===== src/rtl/hts_pkg.sv =====
// hts_pkg: shared types, constants and sequencer codes for the top-k selector
// used by hts_mem, hts_cmp, hts_ctrl and heap_top_k_smallest_selector
`default_nettype none
package hts_pkg;

  localparam int HEAP_DEPTH_DEF = 16;
  localparam int KEY_W          = 24;
  localparam int TAG_W          = 16;
  localparam int K_W            = 5;
  localparam logic [K_W-1:0] K_RESET = 5'd10;

  typedef struct packed {
    logic [KEY_W-1:0] primary;
    logic [KEY_W-1:0] secondary;
    logic [TAG_W-1:0] tag;
  } entry_t;

  typedef struct packed {
    logic rd_en;
    logic wr_en;
  } mem_ctl_t;

  typedef enum logic [1:0] {
    CMP_X_RD,
    CMP_KIDS,
    CMP_X_CHILD
  } cmp_sel_t;

  typedef enum logic [3:0] {
    ST_IDLE,
    ST_UP_CHK,
    ST_UP_CMP,
    ST_RT_RD,
    ST_RT_CMP,
    ST_DN_CHK,
    ST_DN_SEL,
    ST_DN_CMP,
    ST_DONE,
    ST_EX_CHK,
    ST_EX_SWP,
    ST_OUT_RD,
    ST_OUT_LD,
    ST_OUT_WAIT
  } state_t;

endpackage
`default_nettype wire


===== src/rtl/hts_mem.sv =====
// hts_mem: heap storage, one write port and two registered read ports
// depends on hts_pkg
`default_nettype none
module hts_mem #(
  parameter int DEPTH = hts_pkg::HEAP_DEPTH_DEF,
  parameter int AW    = 4
) (
  input  wire logic             clk,
  input  wire hts_pkg::mem_ctl_t ctl,
  input  wire logic [AW-1:0]    ra0,
  input  wire logic [AW-1:0]    ra1,
  input  wire logic [AW-1:0]    wa,
  input  wire hts_pkg::entry_t  wd,
  output hts_pkg::entry_t       rd0,
  output hts_pkg::entry_t       rd1
);
  import hts_pkg::*;

  entry_t mem [DEPTH];
  entry_t rd0_r;
  entry_t rd1_r;

  always_ff @(posedge clk) begin
    if (ctl.wr_en) begin
      mem[wa] <= wd;
    end
  end

  always_ff @(posedge clk) begin
    if (ctl.rd_en) begin
      rd0_r <= mem[ra0];
      rd1_r <= mem[ra1];
    end
  end

  assign rd0 = rd0_r;
  assign rd1 = rd1_r;

endmodule
`default_nettype wire


===== src/rtl/hts_cmp.sv =====
// hts_cmp: shared key comparator with its operand select
// depends on hts_pkg
`default_nettype none
module hts_cmp (
  input  wire hts_pkg::cmp_sel_t sel,
  input  wire hts_pkg::entry_t   x,
  input  wire hts_pkg::entry_t   rd0,
  input  wire hts_pkg::entry_t   rd1,
  input  wire hts_pkg::entry_t   child,
  output logic                   less
);
  import hts_pkg::*;

  entry_t a;
  entry_t b;

  always_comb begin
    unique case (sel)
      CMP_X_RD: begin
        a = x;
        b = rd0;
      end
      CMP_KIDS: begin
        a = rd0;
        b = rd1;
      end
      CMP_X_CHILD: begin
        a = x;
        b = child;
      end
      default: begin
        a = x;
        b = rd0;
      end
    endcase
  end

  // order by primary, then secondary; tag does not take part
  assign less = {a.primary, a.secondary} < {b.primary, b.secondary};

endmodule
`default_nettype wire


===== src/rtl/hts_ctrl.sv =====
// hts_ctrl: sequencer for heap insert, root replace, in-place sort and emit
// depends on hts_pkg; drives hts_mem and hts_cmp
`default_nettype none
module hts_ctrl #(
  parameter int HEAP_DEPTH = hts_pkg::HEAP_DEPTH_DEF,
  parameter int AW         = 4,
  parameter int IW         = 5
) (
  input  wire logic                       clk,
  input  wire logic                       rst_n,
  input  wire logic                       cfg_we,
  input  wire logic [hts_pkg::K_W-1:0]    cfg_wdata,
  input  wire logic                       in_valid,
  output logic                            in_ready,
  input  wire hts_pkg::entry_t            in_entry,
  input  wire logic                       in_last,
  output logic                            out_valid,
  input  wire logic                       out_ready,
  output hts_pkg::entry_t                 out_entry,
  output logic                            out_last,
  output hts_pkg::mem_ctl_t               mem_ctl,
  output logic [AW-1:0]                   ra0,
  output logic [AW-1:0]                   ra1,
  output logic [AW-1:0]                   wa,
  output hts_pkg::entry_t                 wd,
  input  wire hts_pkg::entry_t            rd0,
  input  wire hts_pkg::entry_t            rd1,
  output hts_pkg::cmp_sel_t               cmp_sel,
  output hts_pkg::entry_t                 x,
  output hts_pkg::entry_t                 child,
  input  wire logic                       less
);
  import hts_pkg::*;

  state_t         state_r, state_nxt;
  logic [K_W-1:0] k_r;
  entry_t         x_r, x_nxt;
  entry_t         child_r, child_nxt;
  logic           last_r, last_nxt;
  logic           sorting_r, sorting_nxt;
  logic [IW-1:0]  fill_r, fill_nxt;
  logic [IW-1:0]  size_r, size_nxt;
  logic [IW-1:0]  i_r, i_nxt;
  logic [IW-1:0]  cidx_r, cidx_nxt;
  logic [IW-1:0]  o_r, o_nxt;
  entry_t         out_entry_r, out_entry_nxt;
  logic           out_valid_r, out_valid_nxt;
  logic           out_last_r, out_last_nxt;
  logic [IW-1:0]  k_eff;
  logic [IW:0]    c_idx;
  state_t         dn_ret;

  function automatic logic [AW-1:0] to_addr(input logic [IW-1:0] idx);
    logic [IW-1:0] t;
    t = idx - IW'(1);
    return t[AW-1:0];
  endfunction

  always_comb begin
    if (k_r == '0) begin
      k_eff = IW'(1);
    end else if (int'(k_r) > HEAP_DEPTH) begin
      k_eff = IW'(HEAP_DEPTH);
    end else begin
      k_eff = IW'(k_r);
    end
  end

  assign c_idx  = {i_r, 1'b0};
  assign dn_ret = sorting_r ? ST_EX_CHK : ST_DONE;

  always_ff @(posedge clk) begin
    if (!rst_n) begin
      state_r     <= ST_IDLE;
      k_r         <= K_RESET;
      fill_r      <= '0;
      sorting_r   <= 1'b0;
      out_valid_r <= 1'b0;
    end else begin
      state_r     <= state_nxt;
      fill_r      <= fill_nxt;
      sorting_r   <= sorting_nxt;
      out_valid_r <= out_valid_nxt;
      if (cfg_we) begin
        k_r <= cfg_wdata;
      end
    end
  end

  always_ff @(posedge clk) begin
    x_r         <= x_nxt;
    child_r     <= child_nxt;
    last_r      <= last_nxt;
    size_r      <= size_nxt;
    i_r         <= i_nxt;
    cidx_r      <= cidx_nxt;
    o_r         <= o_nxt;
    out_entry_r <= out_entry_nxt;
    out_last_r  <= out_last_nxt;
  end

  always_comb begin
    state_nxt     = state_r;
    x_nxt         = x_r;
    child_nxt     = child_r;
    last_nxt      = last_r;
    sorting_nxt   = sorting_r;
    fill_nxt      = fill_r;
    size_nxt      = size_r;
    i_nxt         = i_r;
    cidx_nxt      = cidx_r;
    o_nxt         = o_r;
    out_entry_nxt = out_entry_r;
    out_valid_nxt = out_valid_r;
    out_last_nxt  = out_last_r;
    mem_ctl       = '0;
    ra0           = to_addr(i_r);
    ra1           = to_addr(i_r);
    wa            = to_addr(i_r);
    wd            = x_r;
    cmp_sel       = CMP_X_RD;
    in_ready      = 1'b0;

    unique case (state_r)
      ST_IDLE: begin
        in_ready = 1'b1;
        if (in_valid) begin
          x_nxt    = in_entry;
          last_nxt = in_last;
          if (fill_r < k_eff) begin
            fill_nxt  = fill_r + IW'(1);
            i_nxt     = fill_r + IW'(1);
            state_nxt = ST_UP_CHK;
          end else begin
            state_nxt = ST_RT_RD;
          end
        end
      end
      ST_UP_CHK: begin
        if (i_r == IW'(1)) begin
          mem_ctl.wr_en = 1'b1;
          state_nxt     = ST_DONE;
        end else begin
          mem_ctl.rd_en = 1'b1;
          ra0           = to_addr(i_r >> 1);
          state_nxt     = ST_UP_CMP;
        end
      end
      ST_UP_CMP: begin
        cmp_sel       = CMP_X_RD;
        mem_ctl.wr_en = 1'b1;
        if (!less) begin
          wd        = rd0;
          i_nxt     = i_r >> 1;
          state_nxt = ST_UP_CHK;
        end else begin
          state_nxt = ST_DONE;
        end
      end
      ST_RT_RD: begin
        mem_ctl.rd_en = 1'b1;
        ra0           = to_addr(IW'(1));
        state_nxt     = ST_RT_CMP;
      end
      ST_RT_CMP: begin
        cmp_sel = CMP_X_RD;
        if (less) begin
          i_nxt     = IW'(1);
          size_nxt  = fill_r;
          state_nxt = ST_DN_CHK;
        end else begin
          state_nxt = ST_DONE;
        end
      end
      ST_DN_CHK: begin
        if (c_idx <= {1'b0, size_r}) begin
          mem_ctl.rd_en = 1'b1;
          ra0           = to_addr(c_idx[IW-1:0]);
          ra1           = c_idx[AW-1:0];
          cidx_nxt      = c_idx[IW-1:0];
          state_nxt     = ST_DN_SEL;
        end else begin
          mem_ctl.wr_en = 1'b1;
          state_nxt     = dn_ret;
        end
      end
      ST_DN_SEL: begin
        cmp_sel = CMP_KIDS;
        if (cidx_r != size_r && less) begin
          child_nxt = rd1;
          cidx_nxt  = cidx_r + IW'(1);
        end else begin
          child_nxt = rd0;
        end
        state_nxt = ST_DN_CMP;
      end
      ST_DN_CMP: begin
        cmp_sel       = CMP_X_CHILD;
        mem_ctl.wr_en = 1'b1;
        if (less) begin
          wd        = child_r;
          i_nxt     = cidx_r;
          state_nxt = ST_DN_CHK;
        end else begin
          state_nxt = dn_ret;
        end
      end
      ST_DONE: begin
        if (last_r) begin
          sorting_nxt = 1'b1;
          size_nxt    = fill_r;
          state_nxt   = ST_EX_CHK;
        end else begin
          state_nxt = ST_IDLE;
        end
      end
      ST_EX_CHK: begin
        if (size_r > IW'(1)) begin
          mem_ctl.rd_en = 1'b1;
          ra0           = to_addr(IW'(1));
          ra1           = to_addr(size_r);
          state_nxt     = ST_EX_SWP;
        end else begin
          o_nxt     = IW'(1);
          state_nxt = ST_OUT_RD;
        end
      end
      ST_EX_SWP: begin
        // old root parks at the tail, tail entry sifts down from the top
        mem_ctl.wr_en = 1'b1;
        wa            = to_addr(size_r);
        wd            = rd0;
        x_nxt         = rd1;
        size_nxt      = size_r - IW'(1);
        i_nxt         = IW'(1);
        state_nxt     = ST_DN_CHK;
      end
      ST_OUT_RD: begin
        mem_ctl.rd_en = 1'b1;
        ra0           = to_addr(o_r);
        state_nxt     = ST_OUT_LD;
      end
      ST_OUT_LD: begin
        out_entry_nxt = rd0;
        out_last_nxt  = (o_r == fill_r);
        out_valid_nxt = 1'b1;
        state_nxt     = ST_OUT_WAIT;
      end
      ST_OUT_WAIT: begin
        if (out_ready) begin
          out_valid_nxt = 1'b0;
          if (out_last_r) begin
            fill_nxt    = '0;
            sorting_nxt = 1'b0;
            state_nxt   = ST_IDLE;
          end else begin
            o_nxt     = o_r + IW'(1);
            state_nxt = ST_OUT_RD;
          end
        end
      end
      default: begin
        state_nxt = ST_IDLE;
      end
    endcase
  end

  assign out_valid = out_valid_r;
  assign out_entry = out_entry_r;
  assign out_last  = out_last_r;
  assign x         = x_r;
  assign child     = child_r;

endmodule
`default_nettype wire


===== src/rtl/heap_top_k_smallest_selector.sv =====
// Keeps the k smallest items of a run (k from cfg_wdata, 0 acts as 1, values above
// HEAP_DEPTH act as HEAP_DEPTH) in a max-heap ordered by primary then secondary key,
// both unsigned, and emits them in ascending order after the item marked last. One
// item is in flight at a time and in_ready is low while it is worked on. All heap work
// goes through one two-read, one-write memory and one key comparator, so an append
// climbs the heap level by level, a root replace sifts down level by level, and an item
// that loses to the root is dropped. After the last item the heap is sorted in place
// for the n kept items, and each emitted beat is then held until out_ready. The heap
// needs no clearing after reset.
// depends on hts_pkg, hts_mem, hts_cmp, hts_ctrl
`default_nettype none
module heap_top_k_smallest_selector #(
  parameter int HEAP_DEPTH = hts_pkg::HEAP_DEPTH_DEF
) (
  input  wire logic                          clk,
  input  wire logic                          rst_n,
  input  wire logic                          cfg_we,
  input  wire logic [hts_pkg::K_W-1:0]       cfg_wdata,
  input  wire logic                          in_valid,
  output logic                               in_ready,
  input  wire logic [hts_pkg::KEY_W-1:0]     in_primary_key,
  input  wire logic [hts_pkg::KEY_W-1:0]     in_secondary_key,
  input  wire logic [hts_pkg::TAG_W-1:0]     in_item_tag,
  input  wire logic                          in_last_item,
  output logic                               out_valid,
  input  wire logic                          out_ready,
  output logic [hts_pkg::KEY_W-1:0]          out_primary,
  output logic [hts_pkg::KEY_W-1:0]          out_secondary,
  output logic [hts_pkg::TAG_W-1:0]          out_tag,
  output logic                               out_last
);
  import hts_pkg::*;

  localparam int AW = (HEAP_DEPTH > 1) ? $clog2(HEAP_DEPTH) : 1;
  localparam int IW = $clog2(HEAP_DEPTH + 1);

  entry_t    in_entry;
  entry_t    out_entry;
  mem_ctl_t  mem_ctl;
  logic [AW-1:0] ra0, ra1, wa;
  entry_t    wd, rd0, rd1;
  cmp_sel_t  cmp_sel;
  entry_t    x, child;
  logic      less;

  assign in_entry.primary   = in_primary_key;
  assign in_entry.secondary = in_secondary_key;
  assign in_entry.tag       = in_item_tag;

  hts_ctrl #(
    .HEAP_DEPTH (HEAP_DEPTH),
    .AW         (AW),
    .IW         (IW)
  ) u_ctrl (
    .clk       (clk),
    .rst_n     (rst_n),
    .cfg_we    (cfg_we),
    .cfg_wdata (cfg_wdata),
    .in_valid  (in_valid),
    .in_ready  (in_ready),
    .in_entry  (in_entry),
    .in_last   (in_last_item),
    .out_valid (out_valid),
    .out_ready (out_ready),
    .out_entry (out_entry),
    .out_last  (out_last),
    .mem_ctl   (mem_ctl),
    .ra0       (ra0),
    .ra1       (ra1),
    .wa        (wa),
    .wd        (wd),
    .rd0       (rd0),
    .rd1       (rd1),
    .cmp_sel   (cmp_sel),
    .x         (x),
    .child     (child),
    .less      (less)
  );

  hts_mem #(
    .DEPTH (HEAP_DEPTH),
    .AW    (AW)
  ) u_mem (
    .clk (clk),
    .ctl (mem_ctl),
    .ra0 (ra0),
    .ra1 (ra1),
    .wa  (wa),
    .wd  (wd),
    .rd0 (rd0),
    .rd1 (rd1)
  );

  hts_cmp u_cmp (
    .sel   (cmp_sel),
    .x     (x),
    .rd0   (rd0),
    .rd1   (rd1),
    .child (child),
    .less  (less)
  );

  assign out_primary   = out_entry.primary;
  assign out_secondary = out_entry.secondary;
  assign out_tag       = out_entry.tag;

endmodule
`default_nettype wire


===== config.mk =====
export PLATFORM = sky130hd
export DESIGN_NAME = heap_top_k_smallest_selector
export DESIGN_NICKNAME = d
export VERILOG_FILES = /design/src/rtl/hts_pkg.sv /design/src/rtl/hts_mem.sv /design/src/rtl/hts_cmp.sv /design/src/rtl/hts_ctrl.sv /design/src/rtl/heap_top_k_smallest_selector.sv
export SDC_FILE = /design/constraint.sdc
export NUM_CORES = 2
export LEC_CHECK = 0
export BUFFER_PORTS_ARGS = -buffer_cell sky130_fd_sc_hd__buf_4
export CAP_MARGIN = 20
export CORE_MARGIN = 4
export CORE_UTILIZATION = 55
export DETAILED_ROUTE_END_ITERATION = 12
export PLACE_DENSITY = 0.71
export SLEW_MARGIN = 0
export SYNTH_ARGS = -nofsm -noshare
export SYNTH_HDL_FRONTEND = slang
export SYNTH_HIERARCHICAL = 1
export SYNTH_SLANG_ARGS = --single-unit

===== constraint.sdc =====
create_clock -name clk -period 8.9 [get_ports clk]
set_input_delay 0 -clock clk [delete_from_list [all_inputs] [get_ports clk]]
set_output_delay 0 -clock clk [all_outputs]
set_load 0.05 [all_outputs]

==> flow_metrics.py <==
metrics = {
    "timing": {
        "fin_crit_ps": 7810,
        "grt_setup_unrepaired": "false",
        "slew_headroom": 0.141,
        "whs_ps": 74.9,
        "tightest_slew_ps": 1290,
        "setup_viol": 0,
        "finalCritPeriodShare": 0.878,
        "fin_tns_setup_ps": 0,
        "postLayoutSetupSlackWorst_ps": 1090,
        "hold_viol_final": 0,
        "finalClockSkew_ps": 50.5,
        "fmax_mhz": 128,
        "slew_violations": 0,
    },
    "synth": {
        "ys_async_sr_fraction": 0,
        "synthCells": 3584,
        "seq_area_frac_synth": 0.651,
        "synth_nets": 3727,
        "yosysUniqueCellTypes": 76,
        "ys_seq_elements": 1382,
        "syn_area_sq_um": 63500,
        "synth_edf_count": 1366,
        "synth.area.top_cells": "edfxtp_1 (65%), mux4_2 (18%), a22oi_1 (3.6%)",
        "ys.flop_type": "edfxtp_1",
        "synth_area_leader_cell": "edfxtp_1",
        "ys_warn_count": 6,
        "synth_top_area_frac": 0.646,
        "synth_area_per_cell_sq_um": 17.7,
    },
    "die": {
        "io_pins": 142,
        "num_rows": 124,
        "fp.dieArea_sq_um": 121000,
        "die_h_um": 348,
        "fp.coreArea_sq_um": 115000,
        "start_util": 0.555,
        "die_w_um": 348,
    },
    "clock_tree": {
        "cts_setup_buffers": 0,
        "ctsResizeCount": 0,
        "clk_pin_slew_worst_paths_ps": 60,
        "root_buffer": "clkbuf_16",
        "h-tree-depth": 4,
        "cts.sinks": 1382,
        "cts_made_buffers": 143,
        "cts.hold.buffers_added": 91,
        "cts_buffer_depth": 3,
        "clk_latency_ps": 780,
        "cts_tree": "done",
    },
    "grt": {
        "grt_use_total": 0.299,
        "grt_pass1_vias": 38440,
        "grt_overflow_total": 0,
        "grt_pass1_wl_um": 262000,
        "grt_max_degree": 157,
        "antenna_found_initial": 1,
    },
    "placement": {
        "hpwlAfterDp_um": 93800,
        "port_buffers": 141,
        "dpl-instance-area_sq_um": 66300,
        "place.gp.congestion": 0.845,
        "pre_cts_ws_ps": 1260,
    },
    "layout": {
        "final_cell_mix": "edfxtp_1 (1366), mux4_2 (512), nand2_1 (367)",
        "area_growth_pct": 13.0,
        "fillers": 7859,
        "final_common_cell": "edfxtp_1",
        "drive_gt1_frac": 0.271,
        "finalNetCount": 3925,
        "diodes": 0,
        "final_area_sq_um": 71800,
    },
    "pwr": {
        "powerDensity_nw_per_um2": 385,
        "peakVddDrop_uv": 529,
        "p_leak_nw": 23.4,
    },
    "route": {
        "wl_per_cell_um": 33.4,
        "drc": 0,
        "via_per_inst": 7.06,
        "ant_nets": 0,
        "wirelength_um": 181000,
        "drtIter0Drc": 5994,
        "firstDrtPassIters": 7,
        "vias": 38168,
    },
    "run_status": {
        "outcome": "complete, no violations",
    },
    "critical_path": {
        "path_max_fanout": 70,
        "ff2ff_setup_slack_ps": 1090,
        "cp_data_required_time_ps": 9380,
        "path_class": "register to register",
        "crit_path_start_kind": "register",
        "crit_arrival_ps": 8300,
        "end_kind": "register",
    },
    "job": {
        "cap_violations": 0,
    },
    "hold_path": {
        "hold_class": "input pin to register",
    },
}
## metal layers
layer  track usage  part of all wire
met1         0.412              0.36
met2         0.474              0.47
met3        0.0627              0.12
met4         0.120             0.043
met5             0          0.000072
## cells by family (layout without fill, tap and decap cells)
kind of cell               Yosys count  in the layout  share of synthesized area
and+or+nand+nor                    585            585                     0.0394
buffers and inverters              344            651                     0.0257
AOI/OAI and AO/OA                  544            544                     0.0637
adders and majority gates           68             68                     0.0134
muxes                              634            634                      0.203
xor gates and xnor gates            27             27                    0.00372
DFF                               1382           1382                      0.651
## cell usage after synthesis (all sizes together), types with 13 or more instances
master	number
inv	84
a222oi	64
nand2	369
o21ai	27
buf	144
ha	68
nand3	28
mux2	113
edfxtp	1366
xor2	13
xnor2	14
a22oi	308
a21oi	83
clkbuf	115
dfxtp	16
nor2	106
nor3	15
mux4	512
## metrics by stage
step | instances | util | power [mW]
after floorplan | 3584 | - | 18.0
after global placement | 5056 | 0.579 | 21.5
after detailed placement | 5056 | 0.579 | 21.6
after CTS | 5401 | 0.626 | 27.5
after global routing | 5403 | 0.627 | 28.7
final | 5403 | 0.627 | 27.7
## layout make-up
| cell class | count | area [sq um] | area share |
|---|---|---|---|
| clock buffers | 172 | 3730 | 0.0520 |
| clock inverters | 82 | 769 | 0.0107 |
| inverters | 85 | 322 | 0.00448 |
| multi-input cells | 1858 | 20800 | 0.290 |
| flip-flops and latches | 1382 | 41300 | 0.576 |
| well taps | 1512 | 1890 | 0.0264 |
| repair buffers | 312 | 2900 | 0.0404 |
## power by group
| group | leakage [nW] | internal (mW) | total (mW) | switching, mW |
|---|---|---|---|---|
| Combinational | 8.69 | 5.22 | 12.4 | 7.16 |
| Sequential | 12.5 | 8.83 | 9.47 | 0.639 |
| Clock | 2.20 | 3.32 | 5.82 | 2.50 |
## worst max-delay path, stage by stage, from the launching register on
cell and delay, ps:
dfxtp_1 820, nand3_1 370, inv_4 220, inv_1 90
ha_4 760, buf_4 330, buf_4 250, nor2_1 70
a21oi_1 130, ha_1 270, nand4_1 150, nor4_1 100
a221oi_1 590, nand4_1 160, o21ai_1 900, nor2b_1 400
mux2_2 400, nand2_4 460, buf_4 390, a222oi_1 160
inv_1 400
## state kept, by name, indices dropped and copies added, names as in the netlist, 64 cells and up
register and flops:
u_mem/rd0 64, u_ctrl/child 64, u_ctrl/out_entry 64, u_ctrl/x 64, u_mem/rd1 64, u_mem/mem 1024
## worst paths after layout
| check | startpoint | to | cells past startpoint |
|---|---|---|---|
| max | u_ctrl/state_r[1] | u_mem/mem[6][41] | 20 |
| min | in_secondary_key[8] | u_ctrl/x[24] | 4 |
| max reg2reg | u_ctrl/state_r[1] | u_mem/mem[6][41] | 20 |
| min reg2reg | u_mem/rd0[10] | u_ctrl/out_entry[10] | 0 |
Note: power is estimated with default switching activity, not from simulation.
